[config.mk]
export PLATFORM = sky130hd
export DESIGN_NAME = length_prefixed_frame_deframer_flat
export DESIGN_NICKNAME = d
export VERILOG_FILES = /design/src/hw/rtl/lpfd_pkg.sv /design/src/hw/rtl/lpfd_stream_if.sv /design/src/hw/rtl/length_prefixed_frame_deframer.sv /design/src/hw/rtl/lpfd_in_stage.sv /design/src/hw/rtl/lpfd_core.sv /design/src/flat_wrapper.sv
export SDC_FILE = /design/constraint.sdc
export NUM_CORES = 1
export LEC_CHECK = 0
export BUFFER_PORTS_ARGS = -buffer_cell sky130_fd_sc_hd__buf_2
export CORE_MARGIN = 3
export CORE_UTILIZATION = 53
export DETAILED_ROUTE_END_ITERATION = 6
export PLACE_DENSITY = 0.77
export SLEW_MARGIN = 40
export SYNTH_ARGS = -nofsm -noshare
export SYNTH_HDL_FRONTEND = slang
export SYNTH_SLANG_ARGS = --single-unit
export TNS_END_PERCENT = 5
[constraint.sdc]
create_clock -name clk_i -period 3.25 [get_ports clk_i]
set_input_delay 0.1625 -clock clk_i [delete_from_list [all_inputs] [get_ports clk_i]]
set_output_delay 0.1625 -clock clk_i [all_outputs]
set_load 0.005 [all_outputs]
[src/hw/rtl/lpfd_pkg.sv]
// ----------------------------------------------------------------------------
// lpfd_pkg
// Types and constants of the length-prefixed frame deframer.
// ----------------------------------------------------------------------------
package lpfd_pkg;

  localparam logic [7:0] DefaultMarker = 8'h46;

  typedef enum logic [1:0] {
    EV_NONE    = 2'd0,
    EV_PAYLOAD = 2'd1,
    EV_GOOD    = 2'd2,
    EV_BAD     = 2'd3
  } event_e;

  typedef struct packed {
    logic [7:0] rx_byte;
  } rx_item_t;

  typedef struct packed {
    logic [7:0] start_marker;
  } cfg_item_t;

  typedef struct packed {
    event_e      event_res;
    logic [15:0] payload_offset;
    logic [7:0]  payload_byte;
    logic [16:0] frame_length;
  } res_item_t;

  // registered input beat handed to the core
  typedef struct packed {
    logic       valid;
    logic [7:0] data;
  } in_beat_t;

endpackage

[src/hw/rtl/lpfd_stream_if.sv]
// ----------------------------------------------------------------------------
// lpfd_stream_if
// Valid/ready channel carrying one payload beat.
// ----------------------------------------------------------------------------
interface lpfd_stream_if #(
  parameter type payload_t = logic [7:0]
);
  logic     valid;
  logic     ready;
  payload_t payload;

  modport source (output valid, output payload, input ready);
  modport sink   (input valid, input payload, output ready);
endinterface

[src/hw/rtl/length_prefixed_frame_deframer.sv]
// ----------------------------------------------------------------------------
// length_prefixed_frame_deframer
// Start marker, 16-bit length, payload and 8-bit additive checksum deframer.
// ----------------------------------------------------------------------------
// Usage:
//   rx_i  carries one received byte per beat. Every byte yields exactly one
//         beat on res_o: event (none, payload byte, frame good, frame bad),
//         payload offset and byte, and the current frame length.
//   cfg_i writes the start marker; it is always ready and is meant to be
//         written only while no byte is in flight.
// Path: an accepted byte waits in the input register and moves on into the
//   result register once res_o is not stalled.
// Throughput: one byte per cycle while res_o is not stalled, set by the single
//   state update in the core between the two registers.
// Reset: the block hunts for the marker (0x46 after reset), frame length
//   reads zero and both registers are empty.
// Stall: a stalled result holds; the input register still takes one more byte
//   if it was empty, after which rx_i.ready drops until res_o.ready returns.
// ----------------------------------------------------------------------------
module length_prefixed_frame_deframer import lpfd_pkg::*; (
  input  logic          clk_i,
  input  logic          rst_ni,
  lpfd_stream_if.sink   cfg_i,
  lpfd_stream_if.sink   rx_i,
  lpfd_stream_if.source res_o
);

  logic [7:0] marker_q;
  in_beat_t   beat;
  logic       take;
  cfg_item_t  cfg_item;
  rx_item_t   rx_item;
  res_item_t  res_item;

  assign cfg_item    = cfg_i.payload;
  assign rx_item     = rx_i.payload;
  assign cfg_i.ready = 1'b1;

  always_ff @(posedge clk_i or negedge rst_ni) begin
    if (!rst_ni) begin
      marker_q <= DefaultMarker;
    end else if (cfg_i.valid) begin
      marker_q <= cfg_item.start_marker;
    end
  end

  lpfd_in_stage u_in (
    .clk_i   (clk_i),
    .rst_ni  (rst_ni),
    .valid_i (rx_i.valid),
    .data_i  (rx_item.rx_byte),
    .ready_o (rx_i.ready),
    .beat_o  (beat),
    .take_i  (take)
  );

  lpfd_core u_core (
    .clk_i       (clk_i),
    .rst_ni      (rst_ni),
    .beat_i      (beat),
    .take_o      (take),
    .marker_i    (marker_q),
    .res_valid_o (res_o.valid),
    .res_o       (res_item),
    .res_ready_i (res_o.ready)
  );

  assign res_o.payload = res_item;

endmodule

[src/hw/rtl/lpfd_in_stage.sv]
// ----------------------------------------------------------------------------
// lpfd_in_stage
// Input register for received bytes; refills in the cycle the core takes one.
// ----------------------------------------------------------------------------
module lpfd_in_stage import lpfd_pkg::*; (
  input  logic       clk_i,
  input  logic       rst_ni,
  input  logic       valid_i,
  input  logic [7:0] data_i,
  output logic       ready_o,
  output in_beat_t   beat_o,
  input  logic       take_i
);

  logic       vld_q, vld_d;
  logic [7:0] data_q;
  logic       load;

  assign ready_o = !vld_q || take_i;
  assign load    = valid_i && ready_o;

  always_comb begin
    vld_d = vld_q;
    if (load) begin
      vld_d = 1'b1;
    end else if (take_i) begin
      vld_d = 1'b0;
    end
  end

  always_ff @(posedge clk_i or negedge rst_ni) begin
    if (!rst_ni) begin
      vld_q <= 1'b0;
    end else begin
      vld_q <= vld_d;
    end
  end

  always_ff @(posedge clk_i) begin
    if (load) begin
      data_q <= data_i;
    end
  end

  assign beat_o.valid = vld_q;
  assign beat_o.data  = data_q;

endmodule

[src/hw/rtl/lpfd_core.sv]
// ----------------------------------------------------------------------------
// lpfd_core
// Frame state, checksum and result register; one byte per cycle while the result is not stalled.
// ----------------------------------------------------------------------------
module lpfd_core import lpfd_pkg::*; (
  input  logic       clk_i,
  input  logic       rst_ni,
  input  in_beat_t   beat_i,
  output logic       take_o,
  input  logic [7:0] marker_i,
  output logic       res_valid_o,
  output res_item_t  res_o,
  input  logic       res_ready_i
);

  localparam logic [1:0] PhHunt  = 2'd0;
  localparam logic [1:0] PhLenHi = 2'd1;
  localparam logic [1:0] PhLenLo = 2'd2;
  localparam logic [1:0] PhBody  = 2'd3;

  logic [1:0]  phase_q, phase_d;
  logic [16:0] count_q, count_d;
  logic [16:0] offset_q, offset_d;
  logic [7:0]  sum_q, sum_d;
  logic [7:0]  sum_add;
  logic        res_vld_q, res_vld_d;
  res_item_t   res_q, res_d;

  assign take_o  = beat_i.valid && (!res_vld_q || res_ready_i);
  assign sum_add = sum_q + beat_i.data;

  always_comb begin
    phase_d  = phase_q;
    count_d  = count_q;
    offset_d = offset_q;
    sum_d    = sum_q;
    res_d.event_res      = EV_NONE;
    res_d.payload_offset = '0;
    res_d.payload_byte   = '0;
    unique case (phase_q)
      PhHunt: begin
        if (beat_i.data == marker_i) begin
          sum_d   = beat_i.data;
          phase_d = PhLenHi;
        end
      end
      PhLenHi: begin
        count_d = {1'b0, beat_i.data, 8'h00};
        sum_d   = sum_add;
        phase_d = PhLenLo;
      end
      PhLenLo: begin
        count_d  = {1'b0, count_q[15:8], beat_i.data} + 17'd1;
        sum_d    = sum_add;
        offset_d = '0;
        phase_d  = PhBody;
      end
      PhBody: begin
        if (offset_q < count_q) begin
          res_d.event_res      = EV_PAYLOAD;
          res_d.payload_offset = offset_q[15:0];
          res_d.payload_byte   = beat_i.data;
          sum_d                = sum_add;
          offset_d             = offset_q + 17'd1;
        end else begin
          // checksum beat closes the frame
          res_d.event_res = (sum_add == 8'h00) ? EV_GOOD : EV_BAD;
          phase_d         = PhHunt;
        end
      end
    endcase
    res_d.frame_length = count_d;
  end

  always_comb begin
    res_vld_d = res_vld_q;
    if (take_o) begin
      res_vld_d = 1'b1;
    end else if (res_ready_i) begin
      res_vld_d = 1'b0;
    end
  end

  always_ff @(posedge clk_i or negedge rst_ni) begin
    if (!rst_ni) begin
      phase_q   <= PhHunt;
      count_q   <= '0;
      sum_q     <= '0;
      res_vld_q <= 1'b0;
    end else begin
      res_vld_q <= res_vld_d;
      if (take_o) begin
        phase_q <= phase_d;
        count_q <= count_d;
        sum_q   <= sum_d;
      end
    end
  end

  always_ff @(posedge clk_i) begin
    if (take_o) begin
      offset_q <= offset_d;
      res_q    <= res_d;
    end
  end

  assign res_valid_o = res_vld_q;
  assign res_o       = res_q;

endmodule

[src/flat_wrapper.sv]
// flat-port wrapper written by rule: the top's interface ports become plain ports
module length_prefixed_frame_deframer_flat import lpfd_pkg::*;
  (clk_i, rst_ni, cfg_i_valid, cfg_i_payload, cfg_i_ready, rx_i_valid, rx_i_payload, rx_i_ready, res_o_valid, res_o_payload, res_o_ready);
  lpfd_stream_if #(.payload_t(cfg_item_t)) cfg_i_i ();
  lpfd_stream_if #(.payload_t(rx_item_t)) rx_i_i ();
  lpfd_stream_if #(.payload_t(res_item_t)) res_o_i ();
  input  logic clk_i;
  input  logic rst_ni;
  input wire logic [$bits(cfg_i_i.valid)-1:0] cfg_i_valid;
  input wire logic [$bits(cfg_i_i.payload)-1:0] cfg_i_payload;
  output wire logic [$bits(cfg_i_i.ready)-1:0] cfg_i_ready;
  input wire logic [$bits(rx_i_i.valid)-1:0] rx_i_valid;
  input wire logic [$bits(rx_i_i.payload)-1:0] rx_i_payload;
  output wire logic [$bits(rx_i_i.ready)-1:0] rx_i_ready;
  output wire logic [$bits(res_o_i.valid)-1:0] res_o_valid;
  output wire logic [$bits(res_o_i.payload)-1:0] res_o_payload;
  input wire logic [$bits(res_o_i.ready)-1:0] res_o_ready;
  assign cfg_i_i.valid = cfg_i_valid;
  assign cfg_i_i.payload = cfg_i_payload;
  assign cfg_i_ready = cfg_i_i.ready;
  assign rx_i_i.valid = rx_i_valid;
  assign rx_i_i.payload = rx_i_payload;
  assign rx_i_ready = rx_i_i.ready;
  assign res_o_valid = res_o_i.valid;
  assign res_o_payload = res_o_i.payload;
  assign res_o_i.ready = res_o_ready;
  length_prefixed_frame_deframer u_core (.clk_i(clk_i), .rst_ni(rst_ni), .cfg_i(cfg_i_i), .rx_i(rx_i_i), .res_o(res_o_i));
endmodule
==> results.py, run 1 <==
metrics = {
    "sta": {
        "maxSlewHeadroom_pct": 51.3,
        "post-route-period-util_pct": 81.2,
        "tightest_slew_ns": 0.730,
        "final_hold_viol_count": 0,
        "rsz0062_at_grt": "no",
        "setup_tns_ns": 0,
        "finClkSkew_ns": 0.0118,
        "slew_viol_final": 0,
        "max_freq_mhz": 379,
        "setup_ws_ns": 0.610,
        "period_needed_ns": 2.64,
        "setup_viol": 0,
    },
    "power_and_ir_drop": {
        "power.total_uw": 4900,
        "p_per_area_nw_per_um2": 776,
        "p_leak_uw": 0.00251,
        "max-vdd-ir-drop_mv": 0.454,
    },
    "worst_setup_path": {
        "r2r_start": "u_core.u_core.offset_q[2]",
        "worstPathArrival_ns": 2.89,
        "end_kind": "flip-flop",
        "critPathKind": "flip-flop to flip-flop",
        "cp_max_fo": 8,
        "crit_required_ns": 3.50,
        "startpoint_type": "flip-flop",
        "crit_start": "u_core.u_core.offset_q[2]",
    },
    "worst_hold_path": {
        "min-delay-start": "cfg_i_payload[5]",
        "hold_class": "input port to flip-flop",
    },
    "global_route": {
        "grt_use_total_pct": 21.4,
        "grt.overflow.total": 0,
        "grt_pass1_wl_um": 19500,
        "grt_pass1_vias": 4079,
        "grt_max_degree": 54,
        "antenna_found_initial": 0,
    },
    "routing": {
        "drt-pass1-iter-count": 5,
        "drcViolationCount": 0,
        "wl_per_cell_um": 16.5,
        "drtIter0Drc": 227,
        "vias": 3939,
        "viasPerCell": 5.64,
        "wirelength_um": 11500,
        "drtAntennaViolNets": 0,
    },
    "synth": {
        "synth.net_count": 543,
        "synth_seq_cells": 105,
        "ys.flop_type": "edfxtp_1",
        "yosysWarnings": 0,
        "synth_cell_type_count": 59,
        "synth.avg_cell_area_um2": 11.3,
        "synth_area_um2": 5560,
        "syn_inst": 491,
        "async_flop_share_pct": 35.2,
        "yosysSeqAreaShare_pct": 53.5,
        "synth_edf_count": 68,
    },
    "layout": {
        "syn_to_final_growth_pct": 13.7,
        "final_cell_mix": "edfxtp_1 (68), buf_2 (64), dfrtp_1 (34), nor2_1 (32), nand2_1 (31)",
        "final_nets": 612,
        "final_cells": 698,
        "final_common_cell": "edfxtp_1",
        "fin_area_um2": 6320,
        "num_antenna_cells": 0,
        "drive_gt1_share_pct": 21.1,
    },
    "placed_design": {
        "place_area_um2": 6010,
        "portBuffers": 65,
        "gp_congestion": 0.859,
        "post-dp-hpwl_um": 8240,
        "dp_cells": 672,
        "dp_slack_ns": 0.647,
    },
    "floorplanning": {
        "die_h_um": 108,
        "pin_count": 67,
        "coreArea_um2": 10000,
        "num_rows": 36,
        "die_width_um": 108,
        "start_util_pct": 55.6,
        "dieArea_um2": 11700,
    },
    "job": {
        "maxCapViolations": 0,
    },
    "clock_tree": {
        "clockBufferDepth": 2,
        "root_buffer": "clkbuf_8",
        "clkLatencyLatePin_ns": 0.37,
        "ctsHtreeMaxLevel": 3,
        "cts_inserted_buffers": 9,
        "cts_resized": 0,
        "cts_tree": "yes",
        "cts.sinks": 105,
        "cts_setup_buffers": 0,
        "clk_pin_slew_ns": 0.10,
    },
    "status": {
        "status": "complete, no violations",
    },
}
-- cells in the mapped netlist (all sizes together), types with 2 or more instances --
cell	instances	area, um2
o22ai	7	43.8
ha	30	375
nor2	32	120
o211ai	2	15.0
clkbuf	18	67.6
o221ai	4	35.0
a21oi	22	129
nand3b	2	15.0
nand2b	5	31.3
xor2	12	105
and4	6	53.8
xnor2	21	184
nor4	4	25.0
and3	6	37.5
dfrtp	34	851
and2	26	164
or3	4	25.0
nand4	10	68.8
nand3	20	100
a22oi	3	22.5
a221o	2	21.3
mux2i	3	30.0
a32o	2	20.0
a211o	2	26.3
dfstp	3	78.8
o21ai	28	140
nor2b	3	18.8
inv	30	113
mux2	22	270
buf	5	25.0
o21a	4	30.0
nand2	31	116
edfxtp	68	2040
nor3	7	35.0
-- final cells by class --
class                   instances  area [um2]
clock inverters                 5        80.1
repair buffers                 81         473
inverters                      30         113
multi-input cells             333        2380
well taps                     133         166
clock buffers                  11         131
fillers                       795        3680
flip-flops and latches        105        2970
-- power breakdown --
| group | internal, uW | total, uW | switching (uW) |
|---|---|---|---|
| Sequential | 1830 | 2040 | 209 |
| Clock | 435 | 872 | 436 |
| Combinational | 840 | 1990 | 1150 |
| Total | 3110 | 4900 | 1790 |
-- final timing paths --
path / to / slack, ns / cells past startpoint
worst max-delay path: u_core.u_core.sum_q[3] / 0.61 / 7
worst min-delay path: u_core.marker_q[5] / 0.02 / 2
worst max register to register: u_core.u_core.sum_q[3] / 0.61 / 7
worst min register to register: u_core.u_core.res_valid_o / 0.49 / 1
max in group asynchronous: u_core.marker_q[2] / 2.60 / 2
min in group asynchronous: u_core.u_core.sum_q[7] / 0.29 / 2
-- critical path, cell delays in order, from the launching register on --
cell and delay (ns):
edfxtp_1 0.52, ha_1 0.35, a21oi_1 0.13, o21ai_1 0.08
a221o_1 0.37, a211o_4 0.39, a21oi_4 0.35, mux2_4 0.33
-- timing repair --
item / CTS / global route
hold buffers: 10 / 0
endpoints found under the hold margin: 43 / 0
endpoints found under the setup margin: 0 / 0
-- routing by layer --
layer	vias to the layer above	GRT usage, %	share of wire, %
met5	-	2.23	0
met4	0	11.3	3.7
met3	35	3.58	5.8
met2	130	36.0	48
met1	1879	26.4	43
li1	1895	-	-
-- sequential cells by signal, indices dropped and copies added, names as in the netlist --
signal                     flops
u_core.u_core.sum_q            8
u_core.marker_q                8
u_core.u_in.vld_q              1
u_core.u_core.res_valid_o      1
u_core.u_core.offset_q        17
u_core.u_in.data_q             8
u_core.u_core.res_o           43
u_core.u_core.count_q         17
u_core.u_core.phase_q          2
-- metrics by stage --
| step | util [%] | hold slack, ns |
|---|---|---|
| floorplan | - | -0.133 |
| global placement | 60.0 | 0.308 |
| detailed placement | 60.1 | 0.157 |
| CTS | 63.2 | 0.0103 |
| global route | 63.2 | 0.0139 |
| finish | 63.2 | 0.0238 |
-- cell families after synthesis --
family	Yosys count	synth area share (%)
AND/OR/NAND/NOR	159	15.1
flip-flops	105	53.5
AO/OA/AOI/OAI	84	9.96
buffers and inverters	53	3.69
XOR/XNOR	33	5.20
adder cells (fa/ha/maj)	31	7.12
multiplexers	25	5.41
other	1	0.0675
Note: power is estimated with default switching activity, not from simulation.
==> run 2: changes to the inputs <==
ABC_AREA = 1   (was unset)
CORE_UTILIZATION = 59   (was 53)
PLACE_DENSITY = 0.81   (was 0.77)
clock period = 2.6 ns   (was 3.25 ns; I/O delays follow)
==> results.py, run 2 <==
metrics = {
    "status": {
        "status": "complete, no violations",
    },
    "routing": {
        "viasPerCell": 5.41,
        "drtIter0Drc": 303,
        "wl_per_cell_um": 15.3,
        "drcViolationCount": 0,
        "drtAntennaViolNets": 0,
        "drt-pass1-iter-count": 5,
        "wirelength_um": 13300,
        "vias": 4701,
    },
    "sta": {
        "maxSlewHeadroom_pct": 57.2,
        "setup_tns_ns": 0,
        "final_hold_viol_count": 0,
        "finClkSkew_ns": 0.0123,
        "setup_ws_ns": 0.245,
        "post-route-period-util_pct": 90.6,
        "slew_viol_final": 0,
        "max_freq_mhz": 425,
        "tightest_slew_ns": 0.641,
        "period_needed_ns": 2.36,
        "rsz0062_at_grt": "no",
        "setup_viol": 0,
        "holdWs_ns": 0.0315,
    },
    "synth": {
        "post-synth-top-count-cell": "nand2_1",
        "synthTopCellsByArea": "edfxtp_1 (36%), dfrtp_1 (15%), nand2_1 (11%)",
        "synth_top_area_share_pct": 35.8,
        "synthTopCellsByCount": "nand2_1 (172), inv_1 (82), edfxtp_1 (68), nor2_1 (64), nand3_1 (38)",
        "synth_seq_cells": 105,
        "synth.net_count": 698,
        "synth.largest_area_cell": "edfxtp_1",
        "synth_cell_type_count": 47,
        "yosysSeqAreaShare_pct": 52.1,
        "syn_inst": 646,
        "ys.flop_type": "edfxtp_1",
        "async_flop_share_pct": 35.2,
        "synth_area_um2": 5710,
        "synth_edf_count": 68,
        "synth.avg_cell_area_um2": 8.83,
        "yosysWarnings": 0,
    },
    "global_route": {
        "grt_max_degree": 41,
        "grt_use_total_pct": 25.0,
        "antenna_found_initial": 0,
        "grt_pass1_wl_um": 21800,
        "grt.overflow.total": 0,
        "grt_pass1_vias": 4555,
    },
    "placed_design": {
        "dp_slack_ns": 0.215,
        "portBuffers": 65,
        "post-dp-hpwl_um": 9540,
        "dp_cells": 835,
        "gp_congestion": 0.933,
        "place_area_um2": 6190,
    },
    "power_and_ir_drop": {
        "max-vdd-ir-drop_mv": 0.618,
        "switchingPower_uw": 2560,
        "p_seq_share_pct": 41.4,
        "pwr-share-clk_pct": 15.2,
        "p_int_uw": 3670,
        "p_leak_uw": 0.00306,
        "swShare_pct": 41.0,
        "comb_power_share_pct": 43.4,
        "p_per_area_nw_per_um2": 951,
    },
    "floorplanning": {
        "pin_count": 67,
        "start_util_pct": 61.2,
        "coreArea_um2": 9330,
        "num_rows": 35,
        "die_width_um": 104,
        "dieArea_um2": 10900,
        "die_h_um": 104,
    },
    "layout": {
        "largest_reg_flops": 43,
        "drive_gt1_share_pct": 16.6,
        "syn_to_final_growth_pct": 14.8,
        "final_cells": 869,
        "fin_area_um2": 6550,
        "final_cell_mix": "nand2_1 (172), inv_1 (81), edfxtp_1 (68), buf_2 (64), nor2_1 (63)",
        "final_nets": 787,
        "num_antenna_cells": 0,
        "final_common_cell": "nand2_1",
    },
    "worst_hold_path": {
        "worstHoldPathCells": 4,
        "holdPathEnd": "u_core.u_core.res_valid_o",
        "hold_class": "input port to flip-flop",
        "min-delay-start": "res_o_ready",
    },
    "worst_setup_path": {
        "critPathKind": "flip-flop to flip-flop",
        "end_kind": "flip-flop",
        "worst_r2r_path_depth": 10,
        "cp_max_fo": 17,
        "r2r_start": "u_core.u_core.count_q[11]",
        "worstPathArrival_ns": 2.44,
        "rr_endpoint": "u_core.u_core.offset_q[12]",
        "startpoint_type": "flip-flop",
        "crit_required_ns": 2.68,
        "reg2reg_slack_ns": 0.24,
    },
    "clock_tree": {
        "cts_tree": "yes",
        "cts_inserted_buffers": 9,
        "root_buffer": "clkbuf_8",
        "cts.sinks": 105,
        "clockBufferDepth": 2,
        "clkLatencyLatePin_ns": 0.38,
        "ctsHtreeMaxLevel": 3,
        "clk_pin_slew_ns": 0.10,
    },
    "job": {
        "maxCapViolations": 0,
    },
}
## run 2: changes by cell type after synthesis, sizes merged, moves of 8 or more
cell	change
nand2	+146
inv	+57
nor2	+35
and2	-25
nand3	+21
mux2	-20
o21ai	+18
xnor2	-17
clkbuf	-10
xor2	-9
a21oi	+8
## run 2: how the worst max path moves through the flow
stage / start / endpoint / slack [ns] / cells after the start
after CTS: u_core.u_core.count_q[11] / u_core.u_core.offset_q[12] / 0.19 / 10
after global routing: u_core.u_core.count_q[11] / u_core.u_core.offset_q[12] / 0.03 / 10
after floorplan: u_core.u_core.count_q[11] / u_core.u_core.offset_q[0] / 0.27 / 10
final: u_core.u_core.count_q[11] / u_core.u_core.offset_q[12] / 0.24 / 10
after detailed placement: u_core.u_core.count_q[11] / u_core.u_core.offset_q[15] / 0.21 / 10
after global placement: u_core.u_core.count_q[11] / u_core.u_core.offset_q[16] / 0.31 / 10
## run 2: cells by family (layout without fill, tap and decap cells)
group                      Yosys count  after routing  share of synthesized area, %
other                                1              1                        0.0657
buffers and inverters              104            198                          7.34
muxes                                2              2                         0.395
DFF                                105            105                          52.1
adders and majority gates           31             31                          6.93
AOI/OAI and AO/OA                   92             92                          9.21
xor gates and xnor gates             7              7                          1.07
and+or+nand+nor                    304            304                          22.9
## run 2: critical path, cell delays in order, from the launching register on
cell and delay (ns):
dfrtp_1 0.46, inv_1 0.12, ha_1 0.32, nand3_1 0.09
nand2_1 0.05, a21oi_1 0.23, nand3_1 0.18, nand2_2 0.21
inv_1 0.09, nor2_2 0.10, buf_6 0.21
## run 2: what timing repair did
action / CTS / global route
setup buffers: 0 / 0
endpoints found under the setup margin: 0 / 17
hold endpoints to repair: 51 / 0
gates resized for setup: 0 / 1
hold buffers: 18 / 0
## run 2: per-stage QoR
| step | utilization (%) | total power (uW) |
|---|---|---|
| floorplan | - | 4470 |
| global placement | 66.4 | 5120 |
| detailed placement | 66.4 | 5240 |
| CTS | 70.2 | 6210 |
| global route | 70.3 | 6690 |
| finish | 70.3 | 6230 |
## run 2: cell type report
cell class	count	area (um2)
clock inverter	6	40.0
sequential	105	2970
fill	712	2770
multi-input combinational	437	2320
clock buffer	10	138
timing repair buffer	94	594
inverter	88	330
tap	129	161
## run 2: layer usage
layer / vias to the layer above / wire (um) / GRT usage [%]
met1: 2185 / 5750 / 32.6
met2: 188 / 6400 / 42.0
li1: 2299 / - / -
met5: - / 0 / 0
met3: 29 / 819 / 4.78
met4: 0 / 297 / 8.26
## run 2: power groups by stage
stage	registers [uW]	clock network [uW]	logic, uW
after floorplan	2580	0	1890
after global placement	2590	0	2540
after detailed placement	2610	0	2630
after CTS	2580	960	2670
after global routing	2630	1010	3050
final	2580	950	2700
==> run 3: changes to the inputs <==
PLACE_DENSITY = 0.8   (was 0.81)
SYNTH_HIERARCHICAL = 1   (was unset)
==> results.py, run 3 <==
metrics = {
    "status": {
        "status": "complete, no violations",
    },
    "placed_design": {
        "gp_congestion": 0.917,
        "dp_cells": 851,
        "post-dp-hpwl_um": 9800,
        "portBuffers": 65,
    },
    "power_and_ir_drop": {
        "p_seq_share_pct": 41.2,
        "p_per_area_nw_per_um2": 974,
        "power.total_uw": 6470,
        "comb_power_share_pct": 44.2,
        "p_int_uw": 3770,
        "p_leak_uw": 0.00313,
        "switchingPower_uw": 2700,
        "max-vdd-ir-drop_mv": 0.579,
        "pwr-share-clk_pct": 14.6,
        "swShare_pct": 41.7,
    },
    "layout": {
        "final_common_cell": "nand2_1",
        "final_cell_mix": "nand2_1 (176), inv_1 (83), edfxtp_1 (68), buf_2 (64), nor2_1 (59)",
        "largest_reg_flops": 43,
        "drive_gt1_share_pct": 16.9,
        "final_nets": 803,
        "fillCellCount": 741,
        "num_antenna_cells": 0,
        "syn_to_final_growth_pct": 14.5,
        "final_cells": 885,
    },
    "routing": {
        "drtAntennaViolNets": 0,
        "wl_per_cell_um": 15.0,
        "vias": 4805,
        "wirelength_um": 13300,
        "drtIter0Drc": 345,
        "drcViolationCount": 0,
        "drt-pass1-iter-count": 5,
        "viasPerCell": 5.43,
    },
    "synth": {
        "synth.net_count": 714,
        "syn_inst": 662,
        "synth_area_um2": 5800,
        "ys.flop_type": "edfxtp_1",
        "post-synth-top-count-cell": "nand2_1",
        "synth.avg_cell_area_um2": 8.76,
        "synth_cell_type_count": 43,
        "synthTopCellsByArea": "edfxtp_1 (35%), dfrtp_1 (15%), nand2_1 (11%)",
        "synth_edf_count": 68,
        "synth_top_area_share_pct": 35.2,
        "synth_seq_cells": 105,
        "yosysWarnings": 6,
        "async_flop_share_pct": 35.2,
        "synth.largest_area_cell": "edfxtp_1",
        "yosysSeqAreaShare_pct": 51.3,
        "synthTopCellsByCount": "nand2_1 (176), inv_1 (83), edfxtp_1 (68), nor2_1 (59), nand3_1 (47)",
    },
    "sta": {
        "post-route-period-util_pct": 91.9,
        "tightest_slew_ns": 0.550,
        "finClkSkew_ns": 0.0168,
        "final_hold_viol_count": 0,
        "setup_tns_ns": 0,
        "setup_viol": 0,
        "rsz0062_at_grt": "no",
        "slew_viol_final": 0,
        "period_needed_ns": 2.39,
        "max_freq_mhz": 418,
        "maxSlewHeadroom_pct": 63.3,
    },
    "worst_setup_path": {
        "critPathKind": "flip-flop to flip-flop",
        "crit_top_cell": "inv_1",
        "crit_family": "simple AND/OR/NAND/NOR gates",
        "startpoint_type": "flip-flop",
        "crit_buf_inv": 3,
        "worstPathArrival_ns": 2.47,
        "path_cells": "inv_1 -> ha_1 -> a21oi_1 -> o21ai_0 -> a21oi_2 -> nand2_1 -> nand2_2 -> inv_1 -> nor2_1 -> buf_12",
        "slowest_delay_ns": 0.44,
        "cp_max_fo": 17,
        "end_kind": "flip-flop",
        "crit_required_ns": 2.68,
        "cpMaxStageDelayCell": "dfrtp_1",
    },
    "global_route": {
        "grt.overflow.total": 0,
        "met1_usage_pct": 36.0,
        "grt_use_total_pct": 25.5,
        "grt_max_degree": 43,
        "gr-max-usage-layer": "met2",
        "grt_pass1_vias": 4697,
        "grt_pass1_wl_um": 22500,
        "antenna_found_initial": 0,
        "met3_usage_pct": 4.08,
        "grt.met2_usage_pct": 41.5,
    },
    "floorplanning": {
        "die_width_um": 105,
        "pin_count": 67,
        "die_h_um": 105,
        "dieArea_um2": 11100,
        "start_util_pct": 61.6,
        "coreArea_um2": 9420,
        "num_rows": 35,
    },
    "clock_tree": {
        "cts_inserted_buffers": 9,
        "cts_setup_buffers": 0,
        "clockBufferDepth": 2,
        "cts_tree": "yes",
        "clkLatencyLatePin_ns": 0.37,
        "ctsHtreeMaxLevel": 3,
        "root_buffer": "clkbuf_8",
        "clk_pin_slew_ns": 0.10,
        "cts.sinks": 105,
    },
    "job": {
        "maxCapViolations": 0,
    },
    "worst_hold_path": {
        "hold_class": "input port to flip-flop",
    },
}
-- run 3: changes by cell type after synthesis, sizes merged, moves of 6 or more --
cell / previous run / this run
buf: 8 / 14
o21ai: 46 / 36
nand3: 41 / 51
nand2: 177 / 185
nand4: 11 / 5
-- run 3: final cells by class --
cell class              count  area [um2]  area share [%]
repair buffers             96         618            9.31
clock inverters             6        51.3           0.773
flip-flops and latches    105        2970            44.8
inverters                  90         338            5.09
well taps                 129         161            2.43
clock buffers              10         128            1.92
multi-input cells         449        2370            35.7
-- run 3: logic make-up (layout without fill, tap and decap cells) --
group,count (synthesis),after routing,synth area share [%]
xor+xnor,11,11,1.66
buf+inv,108,202,7.90
simple gates,323,323,24.4
compound gates,83,83,7.88
fa+ha+maj,31,31,6.82
flops,105,105,51.3
other cells,1,1,0.0647
-- run 3: worst min-delay path, cell delays in order --
cell and delay (ns):
buf_2 0.08, inv_1 0.03, nand2_1 0.07, nand2_1 0.06
-- run 3: what timing repair did --
| item | CTS | global route |
|---|---|---|
| hold buffers | 18 | 0 |
| endpoints found under the setup margin | 0 | 17 |
| endpoints found under the hold margin | 51 | 0 |
| gates resized for setup | 0 | 1 |
-- run 3: routing by layer --
| layer | wire length [um] | up-vias |
|---|---|---|
| li1 | - | 2338 |
| met1 | 5840 | 2249 |
| met2 | 6290 | 203 |
| met3 | 951 | 15 |
| met4 | 182 | 0 |
| met5 | 0 | - |
-- run 3: path summary, 6_finish.rpt --
| path | start | end | slack (ns) | cells after the start |
|---|---|---|---|---|
| setup / recovery | u_core/u_core/count_q[12] | u_core/u_core/offset_q[1] | 0.21 | 10 |
| hold / removal | res_o_ready | u_core/u_core/res_valid_o | 0.03 | 4 |
| setup reg to reg | u_core/u_core/count_q[12] | u_core/u_core/offset_q[1] | 0.21 | 10 |
| hold reg to reg | u_core/marker_q[6] | u_core/marker_q[6] | 0.48 | 2 |
| max in group asynchronous | rst_ni | u_core/marker_q[1] | 1.96 | 2 |
| min in group asynchronous | rst_ni | u_core/u_core/count_q[6] | 0.26 | 2 |
-- run 3: per-stage QoR --
stage	hold slack (ns)	utilization, %	setup slack (ns)	cell area (um2)
CTS	0.00835	70.5	0.172	6640
finish	0.0281	70.5	0.210	6640
floorplan	-0.166	-	0.0150	5800
global route	0.0334	70.5	0.0165	6640
detailed placement	0.138	66.7	0.193	6280
global placement	0.305	66.6	0.285	6270
-- run 3: power groups by stage --
stage,clock (uW),sequential (uW),combinational (uW)
6_report,944,2670,2860
4_1_cts,952,2660,2830
5_1_grt,1020,2730,3250
3_5_place_dp,0,2700,2780
2_1_floorplan,0,2660,1980
3_3_place_gp,0,2680,2680
